**src/hdl/cable_wear_range_histogram_assert.svh**
```systemverilog
// Assertion macros for the RTL files; cwrh_seq.sv includes them.
`ifndef CABLE_WEAR_RANGE_HISTOGRAM_ASSERT_SVH
`define CABLE_WEAR_RANGE_HISTOGRAM_ASSERT_SVH

`ifndef SYNTHESIS

// Clocked check, masked while reset is active.
`define CWRH_ASSERT(label, clk, rst_n, prop, msg) \
    label: assert property (@(posedge clk) disable iff (!rst_n) prop) else $error(msg);

// Clocked check that also holds during reset.
`define CWRH_ASSERT_ALWAYS(label, clk, prop, msg) \
    label: assert property (@(posedge clk) prop) else $error(msg);

`else

`define CWRH_ASSERT(label, clk, rst_n, prop, msg)
`define CWRH_ASSERT_ALWAYS(label, clk, prop, msg)

`endif

`endif

```
**src/hdl/cwrh_pkg.sv**
```systemverilog
package cwrh_pkg;

    localparam int SEGMENTS   = 4096;
    localparam int NUM_CABLES = 8;
    localparam int NUM_BENDS  = 5;

    localparam int SEG_W  = $clog2(SEGMENTS);
    localparam int POS_W  = SEG_W + 1;
    localparam int DEPTH  = NUM_CABLES * SEGMENTS;
    localparam int ADDR_W = $clog2(DEPTH);

    // field widths
    localparam int LEN_W    = 12;
    localparam int CABLE_W  = 3;
    localparam int OFF_W    = 11;
    localparam int BCNT_W   = 3;
    localparam int WEAR_W   = 16;
    localparam int CIDX_W   = 3;
    localparam int DIFF_W   = (SEG_W + 2 > LEN_W + 2) ? SEG_W + 2 : LEN_W + 2;

    typedef logic [LEN_W-1:0]         len_t;
    typedef logic [CABLE_W-1:0]       cable_t;
    typedef logic signed [OFF_W-1:0]  offset_t;
    typedef logic [BCNT_W-1:0]        bcnt_t;
    typedef logic [WEAR_W-1:0]        wear_t;
    typedef logic [POS_W-1:0]         pos_t;
    typedef logic [ADDR_W-1:0]        addr_t;
    typedef logic [CIDX_W-1:0]        cfg_index_t;

    localparam wear_t WEAR_MAX = '1;

    // transaction modes
    localparam logic MODE_ANALYZE = 1'b0;
    localparam logic MODE_READ    = 1'b1;

    // configuration register indexes
    localparam cfg_index_t CFG_OFFSET_A   = 3'd0;
    localparam cfg_index_t CFG_OFFSET_B   = 3'd1;
    localparam cfg_index_t CFG_OFFSET_C   = 3'd2;
    localparam cfg_index_t CFG_OFFSET_D   = 3'd3;
    localparam cfg_index_t CFG_OFFSET_E   = 3'd4;
    localparam cfg_index_t CFG_BEND_COUNT = 3'd5;

    localparam offset_t OFFSET_RESET [NUM_BENDS] = '{
        11'sd20, 11'sd0, -11'sd200, -11'sd230, -11'sd400
    };
    localparam bcnt_t BEND_COUNT_RESET = 3'd5;

    typedef enum logic [3:0] {
        ST_CLEAR,
        ST_IDLE,
        ST_BEND_LO,
        ST_BEND_HI,
        ST_RD,
        ST_WR,
        ST_RDQ,
        ST_RDQ_WAIT,
        ST_DONE
    } state_t;

    typedef struct packed {
        logic  we;
        addr_t addr;
        wear_t wdata;
    } mem_req_t;

endpackage

```
**src/hdl/cwrh_if.sv**
```systemverilog
interface cwrh_item_if;
    import cwrh_pkg::*;

    logic   valid;
    logic   ready;
    logic   mode;
    cable_t cable_index;
    len_t   start_length;
    len_t   end_length;
    len_t   segment_index;

    modport source (output valid, mode, cable_index, start_length, end_length,
                    segment_index, input ready);
    modport sink   (input valid, mode, cable_index, start_length, end_length,
                    segment_index, output ready);
endinterface

interface cwrh_result_if;
    import cwrh_pkg::*;

    logic  valid;
    logic  ready;
    logic  applied;
    wear_t wear_count;

    modport source (output valid, applied, wear_count, input ready);
    modport sink   (input valid, applied, wear_count, output ready);
endinterface

```
**src/hdl/cwrh_clamp.sv**
```systemverilog
module cwrh_clamp (
    input  cwrh_pkg::len_t    len,
    input  cwrh_pkg::offset_t off,
    output cwrh_pkg::pos_t    pos
);
    import cwrh_pkg::*;

    logic signed [DIFF_W-1:0] diff;

    // len - offset, clamped to [0, SEGMENTS]
    assign diff = $signed({{(DIFF_W-LEN_W){1'b0}}, len}) - DIFF_W'(off);

    always_comb
    begin
        priority if (diff < 0)
        begin
            pos = '0;
        end
        else if (diff > $signed(DIFF_W'(SEGMENTS)))
        begin
            pos = POS_W'(SEGMENTS);
        end
        else
        begin
            pos = diff[POS_W-1:0];
        end
    end

endmodule

```
**src/hdl/cwrh_seq.sv**
```systemverilog
`include "cable_wear_range_histogram_assert.svh"

module cwrh_seq (
    input  logic                clk,
    input  logic                rst_n,
    input  cwrh_pkg::offset_t   offsets [cwrh_pkg::NUM_BENDS],
    input  cwrh_pkg::bcnt_t     bend_count,
    cwrh_item_if.sink           item,
    cwrh_result_if.source       result,
    output cwrh_pkg::mem_req_t  mem_req,
    input  cwrh_pkg::wear_t     mem_rdata
);
    import cwrh_pkg::*;

    state_t   state_reg, state_next;
    addr_t    clr_cnt_reg;
    addr_t    base_reg;
    len_t     lo_len_reg, hi_len_reg, seg_reg;
    bcnt_t    bidx_reg, nb_reg;
    pos_t     j_reg, hi_reg;
    logic     applied_reg;
    wear_t    wear_reg;
    logic     out_valid_reg, out_applied_reg;
    wear_t    out_wear_reg;

    logic     accept, cab_ok, seg_ok, len_eq, out_free, last_bend, j_more;
    bcnt_t    nb_in;
    len_t     unit_len;
    pos_t     unit_pos;
    wear_t    wear_inc;

    // shared subtract-and-clamp unit: low end, then high end of each bend
    assign unit_len = (state_reg == ST_BEND_LO) ? lo_len_reg : hi_len_reg;

    cwrh_clamp u_clamp (
        .len (unit_len),
        .off (offsets[bidx_reg]),
        .pos (unit_pos)
    );

    assign accept    = item.valid && item.ready;
    assign cab_ok    = 32'(item.cable_index) < 32'(NUM_CABLES);
    assign seg_ok    = 32'(item.segment_index) < 32'(SEGMENTS);
    assign len_eq    = item.start_length == item.end_length;
    assign nb_in     = (bend_count > BCNT_W'(NUM_BENDS)) ? BCNT_W'(NUM_BENDS) : bend_count;
    assign out_free  = !out_valid_reg || result.ready;
    assign last_bend = (bidx_reg + 1'b1) == nb_reg;
    assign j_more    = (j_reg + 1'b1) < hi_reg;
    assign wear_inc  = (mem_rdata == WEAR_MAX) ? mem_rdata : mem_rdata + 1'b1;

    // next state
    always_comb
    begin
        state_next = state_reg;
        unique case (state_reg)
            ST_CLEAR:
            begin
                if (clr_cnt_reg == ADDR_W'(DEPTH - 1))
                begin
                    state_next = ST_IDLE;
                end
            end
            ST_IDLE:
            begin
                if (item.valid)
                begin
                    priority if (!cab_ok)
                        state_next = ST_DONE;
                    else if (item.mode == MODE_READ)
                        state_next = seg_ok ? ST_RDQ : ST_DONE;
                    else if (len_eq || nb_in == '0)
                        state_next = ST_DONE;
                    else
                        state_next = ST_BEND_LO;
                end
            end
            ST_BEND_LO:
            begin
                state_next = ST_BEND_HI;
            end
            ST_BEND_HI:
            begin
                priority if (j_reg < unit_pos)
                    state_next = ST_RD;
                else if (last_bend)
                    state_next = ST_DONE;
                else
                    state_next = ST_BEND_LO;
            end
            ST_RD:
            begin
                state_next = ST_WR;
            end
            ST_WR:
            begin
                priority if (j_more)
                    state_next = ST_RD;
                else if (last_bend)
                    state_next = ST_DONE;
                else
                    state_next = ST_BEND_LO;
            end
            ST_RDQ:
            begin
                state_next = ST_RDQ_WAIT;
            end
            ST_RDQ_WAIT:
            begin
                state_next = ST_DONE;
            end
            ST_DONE:
            begin
                if (out_free)
                begin
                    state_next = ST_IDLE;
                end
            end
            default:
            begin
                state_next = ST_CLEAR;
            end
        endcase
    end

    // outputs
    always_comb
    begin
        item.ready    = 1'b0;
        mem_req.we    = 1'b0;
        mem_req.addr  = base_reg + ADDR_W'(j_reg[SEG_W-1:0]);
        mem_req.wdata = wear_inc;
        unique case (state_reg)
            ST_CLEAR:
            begin
                mem_req.we    = 1'b1;
                mem_req.addr  = clr_cnt_reg;
                mem_req.wdata = '0;
            end
            ST_IDLE:
            begin
                item.ready = 1'b1;
            end
            ST_WR:
            begin
                mem_req.we = 1'b1;
            end
            ST_RDQ, ST_RDQ_WAIT:
            begin
                mem_req.addr = base_reg + ADDR_W'(seg_reg);
            end
            ST_BEND_LO, ST_BEND_HI, ST_RD, ST_DONE:
            begin
                mem_req.we = 1'b0;
            end
            default:
            begin
                item.ready = 1'b0;
            end
        endcase
    end

    // control state
    always_ff @(posedge clk or negedge rst_n)
    begin
        if (!rst_n)
        begin
            state_reg     <= ST_CLEAR;
            clr_cnt_reg   <= '0;
            out_valid_reg <= 1'b0;
        end
        else
        begin
            state_reg <= state_next;
            if (state_reg == ST_CLEAR)
            begin
                clr_cnt_reg <= clr_cnt_reg + 1'b1;
            end
            if (state_reg == ST_DONE && out_free)
            begin
                out_valid_reg <= 1'b1;
            end
            else if (result.ready)
            begin
                out_valid_reg <= 1'b0;
            end
        end
    end

    // item payload and walk pointers
    always_ff @(posedge clk)
    begin
        if (accept)
        begin
            base_reg    <= ADDR_W'(item.cable_index) * ADDR_W'(SEGMENTS);
            lo_len_reg  <= (item.start_length < item.end_length) ? item.start_length
                                                                 : item.end_length;
            hi_len_reg  <= (item.start_length < item.end_length) ? item.end_length
                                                                 : item.start_length;
            seg_reg     <= item.segment_index;
            bidx_reg    <= '0;
            nb_reg      <= nb_in;
            applied_reg <= cab_ok && ((item.mode == MODE_READ) ? seg_ok : !len_eq);
            wear_reg    <= '0;
        end
        if (state_reg == ST_BEND_LO)
        begin
            j_reg <= unit_pos;
        end
        if (state_reg == ST_BEND_HI)
        begin
            hi_reg <= unit_pos;
        end
        if (state_reg == ST_WR)
        begin
            j_reg <= j_reg + 1'b1;
        end
        if ((state_reg == ST_BEND_HI || state_reg == ST_WR) && state_next == ST_BEND_LO)
        begin
            bidx_reg <= bidx_reg + 1'b1;
        end
        if (state_reg == ST_RDQ_WAIT)
        begin
            wear_reg <= mem_rdata;
        end
        if (state_reg == ST_DONE && out_free)
        begin
            out_applied_reg <= applied_reg;
            out_wear_reg    <= wear_reg;
        end
    end

    assign result.valid      = out_valid_reg;
    assign result.applied    = out_applied_reg;
    assign result.wear_count = out_wear_reg;

    `CWRH_ASSERT(a_rmw_same_addr, clk, rst_n, (state_reg == ST_WR) |-> (mem_req.addr == $past(mem_req.addr)), "read-modify-write address moved")
    `CWRH_ASSERT(a_walk_in_range, clk, rst_n, (state_reg == ST_RD) |-> (j_reg < hi_reg), "counter walk past range end")
    `CWRH_ASSERT(a_out_from_done, clk, rst_n, $rose(out_valid_reg) |-> ($past(state_reg) == ST_DONE), "result without finished item")
    `CWRH_ASSERT_ALWAYS(a_no_take_in_clear, clk, (state_reg == ST_CLEAR) |-> !item.ready, "item taken while store clears")

endmodule

```
**src/flat_wrapper.sv**
```systemverilog
// flat-port wrapper written by rule: the top's interface ports become plain ports
module cwrh_seq_flat import cwrh_pkg::*;
  (clk, rst_n, offsets, bend_count, mem_req, mem_rdata, item_valid, item_mode, item_cable_index, item_start_length, item_end_length, item_segment_index, item_ready, result_valid, result_applied, result_wear_count, result_ready);
  cwrh_item_if item_i ();
  cwrh_result_if result_i ();
  input  logic clk;
  input  logic rst_n;
  input  cwrh_pkg::offset_t offsets[cwrh_pkg::NUM_BENDS];
  input  cwrh_pkg::bcnt_t bend_count;
  output cwrh_pkg::mem_req_t mem_req;
  input  cwrh_pkg::wear_t mem_rdata;
  input wire logic [$bits(item_i.valid)-1:0] item_valid;
  input wire logic [$bits(item_i.mode)-1:0] item_mode;
  input wire logic [$bits(item_i.cable_index)-1:0] item_cable_index;
  input wire logic [$bits(item_i.start_length)-1:0] item_start_length;
  input wire logic [$bits(item_i.end_length)-1:0] item_end_length;
  input wire logic [$bits(item_i.segment_index)-1:0] item_segment_index;
  output wire logic [$bits(item_i.ready)-1:0] item_ready;
  output wire logic [$bits(result_i.valid)-1:0] result_valid;
  output wire logic [$bits(result_i.applied)-1:0] result_applied;
  output wire logic [$bits(result_i.wear_count)-1:0] result_wear_count;
  input wire logic [$bits(result_i.ready)-1:0] result_ready;
  assign item_i.valid = item_valid;
  assign item_i.mode = item_mode;
  assign item_i.cable_index = item_cable_index;
  assign item_i.start_length = item_start_length;
  assign item_i.end_length = item_end_length;
  assign item_i.segment_index = item_segment_index;
  assign item_ready = item_i.ready;
  assign result_valid = result_i.valid;
  assign result_applied = result_i.applied;
  assign result_wear_count = result_i.wear_count;
  assign result_i.ready = result_ready;
  cwrh_seq u_core (.clk(clk), .rst_n(rst_n), .offsets(offsets), .bend_count(bend_count), .item(item_i), .result(result_i), .mem_req(mem_req), .mem_rdata(mem_rdata));
endmodule
```
**config.mk**
```make
export PLATFORM = sky130hd
export DESIGN_NAME = cwrh_seq_flat
export DESIGN_NICKNAME = d
export VERILOG_FILES = /design/src/hdl/cwrh_pkg.sv /design/src/hdl/cwrh_if.sv /design/src/hdl/cwrh_clamp.sv /design/src/hdl/cwrh_seq.sv /design/src/flat_wrapper.sv
export VERILOG_INCLUDE_DIRS = /design/src /design/src/hdl
export SDC_FILE = /design/constraint.sdc
export NUM_CORES = 1
export LEC_CHECK = 0
export BUFFER_PORTS_ARGS = -buffer_cell sky130_fd_sc_hd__buf_4
export CAP_MARGIN = 30
export CELL_PAD_IN_SITES_DETAIL_PLACEMENT = 0
export CELL_PAD_IN_SITES_GLOBAL_PLACEMENT = 1
export CORE_MARGIN = 2
export CORE_UTILIZATION = 35
export DETAILED_ROUTE_END_ITERATION = 8
export GPL_TIMING_DRIVEN = 0
export HOLD_SLACK_MARGIN = 0.02
export PLACE_DENSITY = 0.78
export SLEW_MARGIN = 30
export SYNTH_ARGS = -nofsm -noshare
export SYNTH_HDL_FRONTEND = slang
export SYNTH_HIERARCHICAL = 1
export SYNTH_SLANG_ARGS = --single-unit
export TNS_END_PERCENT = 1
```
**constraint.sdc**
```tcl
create_clock -name clk -period 13.95 [get_ports clk]
set_input_delay 0 -clock clk [delete_from_list [all_inputs] [get_ports clk]]
set_output_delay 0 -clock clk [all_outputs]
set_load 0.01 [all_outputs]
```
-- Word level (Yosys, flattened, before mapping)
Cells that the tools add are included.
- output and inout port bits: 51
- bits of input ports: 118
- word-level logic and storage cells: 90
- register bits after elaboration: 125
- add/subtract/negate cells: 7
- muxes and demuxes: 31
- equality and inequality tests: 13
- bitwise logic cells: 1
- reduce and logical (&&, ||, !) cells: 16
- $lt $le $gt $ge: 7
- operators by type and width (kind ; number):
    16-bit 2-to-1 mux ; 4
    13-bit 2-to-1 mux ; 4
    12-bit 2-to-1 mux ; 3
    4-bit case mux with 9 select lines ; 1
    11-bit binary-select mux with 3-bit select ; 1
    4-bit 2-to-1 mux ; 8
    15-bit by 12-bit adder with 15-bit output ; 2
    15-bit case mux with 2 select lines ; 1
    13-bit less-than comparator ; 2
    11-bit 2-to-1 mux ; 2
    16-bit by 1-bit adder with 16-bit output (second input constant) ; 1
    16-bit equality test (second input constant) ; 1
    4-bit by 3-bit equality test with 1-bit output (second input constant) ; 4
    15-bit by 1-bit adder with 15-bit output (second input constant) ; 1
    15-bit equality test (second input constant) ; 1
    14-bit greater-than comparator (second input constant) ; 1
    14-bit by 1-bit less-than comparator with 1-bit output (second input constant) ; 1
    13-bit by 11-bit subtractor with 14-bit output ; 1
    13-bit by 1-bit adder with 13-bit output (second input constant) ; 1
    12-bit equality test ; 1
    4-bit by 2-bit equality test with 1-bit output (second input constant) ; 3
    12-bit less-than comparator ; 1
    3-bit 2-to-1 mux ; 3
    2-bit nonzero test ; 4
    14 further kinds ; 23

-- Depth between registers and ports, before layout
- depth in word-level cells: 14
- mapped depth: 25
- depth with buffers taken out: 23

-- Hierarchy
The synthesis kept the hierarchy.
- modules (own cells, without submodules) (module ; sequential area each (um^2) ; area each (um^2) ; times used ; cells an instance):
    cwrh_seq ; 3653.5 ; 7149.4 ; 1 ; 622
    cwrh_clamp ; 0.0 ; 809.5 ; 1 ; 107

-- Worst setup path before layout
Ideal clock, no wire load.
- kind: register to register
- start: register u_core.bidx_reg[0]
- end: register u_core.bidx_reg[0] (enable)
- cell stages (with the launch flop): 25
- setup time: 0.275 ns
- period minus slack after synthesis: 4.927 ns
- setup slack: 9.023 ns
- arrival time: 4.652 ns
- buffers on the path: 4
- data required time: 13.675 ns
- path through: edfxtp_1 buf_2 buf_2 nor3b_1 clkbuf_1 nand2_1 o21ai_0 ha_1 inv_1 fa_1 a21oi_1 o2bb2ai_1 o21ai_2 a21oi_2 a221oi_4 buf_4 nand4_1 nand2_1 inv_1 ha_1 a211o_1 o221ai_1 o21ai_0 o31ai_2 nand2_1
- cells in the longest elaborated chain, start to end: 14
- elaborated cells between the ends (all ways): 19
- those cells by class: add/sub: 2; order compare: 3; eq/ne: 2; mux: 9; bitwise: 1; reduce/logical: 2
- ends and longest elaborated chain (what ; RTL line ; source):
    start, declared ; cwrh_seq.sv:19 ; bcnt_t bidx_reg, nb_reg;
    start signal, assigned ; cwrh_seq.sv:219 ; bidx_reg <= bidx_reg + 1'b1;
    3-bit NOT with 4-bit output (implied by the code) (*) ; cwrh_seq.sv:37 ; .off (offsets[bidx_reg]),
    11-bit binary-select mux with 3-bit select (*) ; cwrh_seq.sv:37 ;
    11-bit 2-to-1 mux (implied by the code) (*) (2 in a row) ; cwrh_seq.sv:37 ;
    13-bit by 11-bit subtractor with 14-bit output (*) ; cwrh_clamp.sv:11 ; assign diff = $signed({{(DIFF_W-LEN_W){1'b0}}, len}) - DIFF_W'(off);
    14-bit greater-than comparator ; cwrh_clamp.sv:19 ; else if (diff > $signed(DIFF_W'(SEGMENTS)))
    13-bit 2-to-1 mux ; cwrh_clamp.sv:19 ;
    13-bit 2-to-1 mux (*) ; cwrh_clamp.sv:15 ; priority if (diff < 0)
    net u_core.unit_pos[4] ; cwrh_seq.sv:29 ; pos_t unit_pos;
    13-bit less-than comparator (*) ; cwrh_seq.sv:83 ; priority if (j_reg < unit_pos)
    4-bit 2-to-1 mux (*) ; cwrh_seq.sv:83 ;
    4-bit case mux with 9 select lines (*) ; cwrh_seq.sv:55 ; unique case (state_reg)
    4-bit by 2-bit equality test with 1-bit output (*) ; cwrh_seq.sv:217 ; if ((state_reg == ST_BEND_HI || state_reg == ST_WR) && state_next == ST_BEND_LO)
    1-bit logical AND (*) ; cwrh_seq.sv:217 ;
    2-bit nonzero test (no source line) (*) ; - ;
The timed path passes the listed nets; every way through them passes the cells marked *. The select of a mux whose other input is x is not followed.
A chain may end at the register's enable or synchronous reset.

-- Worst setup path after layout
- start: register u_core.bidx_reg[0]
- end: register u_core.bidx_reg[2] (enable)
The elaborated chain is that of the path after synthesis.

==> flow_summary.ini <==
[outcome]
outcome = complete, no violations

[critical_path]
reg2reg_from = u_core/bidx_reg[0]$_SDFFCE_PN0P_
criticalPathCategory = flip-flop to flip-flop
start_kind = flip-flop
cp-startpoint = u_core/bidx_reg[0]$_SDFFCE_PN0P_
end_kind = flip-flop
endpoint = u_core/bidx_reg[2]$_SDFFCE_PN0P_
required_ps = 14070
r2r_cells = 24
crit_fanout = 10
worst-r2r-setup-slack_ps = 7680
rr_endpoint = u_core/bidx_reg[2]$_SDFFCE_PN0P_
cp_data_arrival_time_ps = 6390

[timing]
grt_setup_unrepaired = no
skew_ps = 8.52
timing.final.ws_setup_ps = 7680
fin_crit_ps = 6270
max_freq_mhz = 159
max_slew_margin = 0.419
setup-violations-final = 0
report.final.slew_viol_count = 0
fin_tns_setup_ps = 0
final.period_utilization = 0.450
hold_viol_final = 0
tightest_slew_ps = 862

[finish]
num-fill-cells = 2048
drive_gt1_frac = 0.297
fin_nets = 1168
n_antenna_cell = 0
syn2layout_area_growth_pct = 37.9

[placed_design]
dpl.hpwl_mm = 15.3
globalplace.congestion = 0.851
portBuffers = 168
dp_slack_ps = 7690

[clock_tree]
cts_root_buf = clkbuf_16
clock_sinks = 125
clk_pin_slew_ps = 60
clk_latency_ps = 420
cts_setup_buffers = 0
cts_hold_buf = 76
postCtsResizedCells = 0
cts_buffer_depth = 2
cts_buffers = 17
cts_tree = yes
htreeDepth = 4

[synthesis]
synthTopCellsByArea = edfxtp_1 40%, ha_1 8.5%, dfrtp_1 6.3%, mux2_2 6.1%, nand2_1 4.0%
synth-warning-count = 6
synth_area_mm2 = 0.00796
synth_top_area_frac = 0.396
ys_ff_latch = 125
synthesis.nets = 902
synth_top_family_by_area = simple AND/OR/NAND/NOR gates
synthCells = 729
synth_xor_area_frac = 0.0582
syn_avg_cell_area_um2 = 10.9
yosys.area.top_type = edfxtp_1
synth_adder_area_share = 0.0874
synthMuxAreaShare = 0.0932
synth-edff-count = 105
synth-main-ff-cell = edfxtp_1
yosys.area_share.simple = 0.157
synth_cell_types = 73
synth_compound_area_frac = 0.0950
async_reset_ff_frac = 0.160
ys_seq_area_frac = 0.459

[detailed_routing]
ant_nets = 0
viasPerCell = 4.93
wl_per_cell_um = 15.4
drcViolationCount = 0
first_pass_iters = 5
routed_wl_mm = 19.9
vias = 6378
drt_iter0_drc = 270

[flow_run]
drv_cap = 0

[grt]
grt_pass1_vias = 6431
antenna_found_initial = 0
grt_usage = 0.172
grt_remaining_overflow = 0
grt_max_degree = 29
grt_first_pass_wirelength_mm = 32.3

[floorplanning]
dieWidth_um = 155
ioPinCount = 169
dieArea_mm2 = 0.0240
num_rows = 55
coreArea_mm2 = 0.0225
die_h_um = 155
start_util = 0.354

[power_and_ir_drop]
p_per_area_mw_per_mm2 = 84.1
vdd_drop_max_v = 0.0000772
leakage_uw = 0.00464

[hold_path]
hold_class = primary input to asynchronous set/reset pin
## cells in the final DEF (no fill, tap or decap), types with 3 or more instances in the layout
master	count
or3_1	3
clkinv_4	5
and2_1	3
nand4_1	19
inv_6	5
nand3b_1	3
a21o_1	4
mux4_2	11
buf_4	171
xor2_1	23
mux2_2	43
o221ai_1	3
or4b_1	4
and3_1	23
inv_2	3
nand2_1	85
clkbuf_16	17
inv_1	67
o21a_1	4
a21oi_1	28
ha_1	54
buf_6	4
edfxtp_1	105
nor3_1	3
nor2_1	37
dfrtp_1	20
buf_2	6
nand3_1	21
clkbuf_1	15
nand2b_1	7
nor2b_1	5
a22oi_1	13
o21ai_0	34
dlygate4sd3_1	75
o21ai_2	3
xnor2_1	28
## worst max-delay path, cell delays in order, from the launching register on
cell and delay [ps]:
edfxtp_1 380, buf_2 200, buf_2 240, nor3b_1 380, clkbuf_1 410, nand2_1 90
o21ai_0 120, ha_1 210, inv_1 50, fa_1 400, a21oi_1 230, o2bb2ai_1 140
o21ai_2 160, a21oi_2 100, a221oi_4 420, nand3_2 170, a21oi_1 400, inv_1 90
ha_1 300, nand4_1 180, nor3_1 280, o221ai_1 210, o21ai_0 430, o31ai_2 180
nand2_1 180
## synth_stat cells (4+ instances only)
library cell,count
nand3_1,21
o21ai_0,35
or4b_1,4
nand4_1,19
ha_1,54
nor2b_1,6
buf_2,5
inv_1,68
dfrtp_1,20
xnor2_1,28
a22oi_1,13
and3_1,23
o21a_1,4
xor2_1,23
nor2_1,37
mux4_2,11
clkbuf_1,14
nand2_1,85
a21oi_1,28
a21o_1,4
nand2b_1,7
edfxtp_1,105
mux2_2,43
## power breakdown
part | leakage (µW) | internal, µW | total [µW] | switching [µW]
clock | 0.000286 | 266 | 436 | 169
combinational | 0.00313 | 55.4 | 84.1 | 28.7
sequential | 0.00122 | 403 | 403 | 0.00000000000000756
## cell type report
class,count,area [µm²],area share
Buffer,26,138,0.0125
Clock buffer,18,429,0.0391
Clock inverter,14,160,0.0146
Inverter,70,263,0.0239
Multi-Input combinational cell,508,3910,0.356
Sequential cell,125,3650,0.333
Tap cell,285,357,0.0325
Timing Repair Buffer,247,2060,0.188
## worst min path at each step
stage	from	depth (start not counted)	endpoint	slack (ps)
finish	rst_n	3	u_core/clr_cnt_reg[6]$_DFFE_PN0P_	170
global route	rst_n	3	u_core/clr_cnt_reg[7]$_DFFE_PN0P_	220
CTS	item_cable_index[2]	2	u_core/base_reg[14]$_DFFE_PP_	290
detailed placement	rst_n	1	u_core/clr_cnt_reg[7]$_DFFE_PN0P_	-100
global placement	rst_n	1	u_core/clr_cnt_reg[7]$_DFFE_PN0P_	-100
floorplan	rst_n	0	u_core/clr_cnt_reg[0]$_DFFE_PN0P_	-300
## through the flow
| stage | util | instance area [µm²] | hold WS, ps | power, µW | cells |
|---|---|---|---|---|---|
| floorplan | - | 7960 | -296 | 438 | 729 |
| global placement | 0.426 | 9580 | -97.9 | 474 | 1182 |
| detailed placement | 0.428 | 9630 | -96.2 | 474 | 1185 |
| global route | 0.488 | 11000 | 220 | 955 | 1293 |
| CTS | 0.488 | 11000 | 289 | 930 | 1293 |
| finish | 0.488 | 11000 | 173 | 923 | 1293 |
## routing by layer
metal	vias to the layer above	wire [µm]	track usage
li1	3185	-	-
met1	2990	8920	0.220
met2	182	9750	0.291
met3	21	973	0.0345
met4	0	299	0.0564
met5	-	0	0
## kinds of logic after synthesis
family                     count (synthesis)
DFF                                      125
and+or+nand+nor                          235
buffers and inverters                     96
AOI/OAI and AO/OA                        111
muxes                                     55
xor gates and xnor gates                  52
adders and majority gates                 55
(Power assumes the default switching activity.)
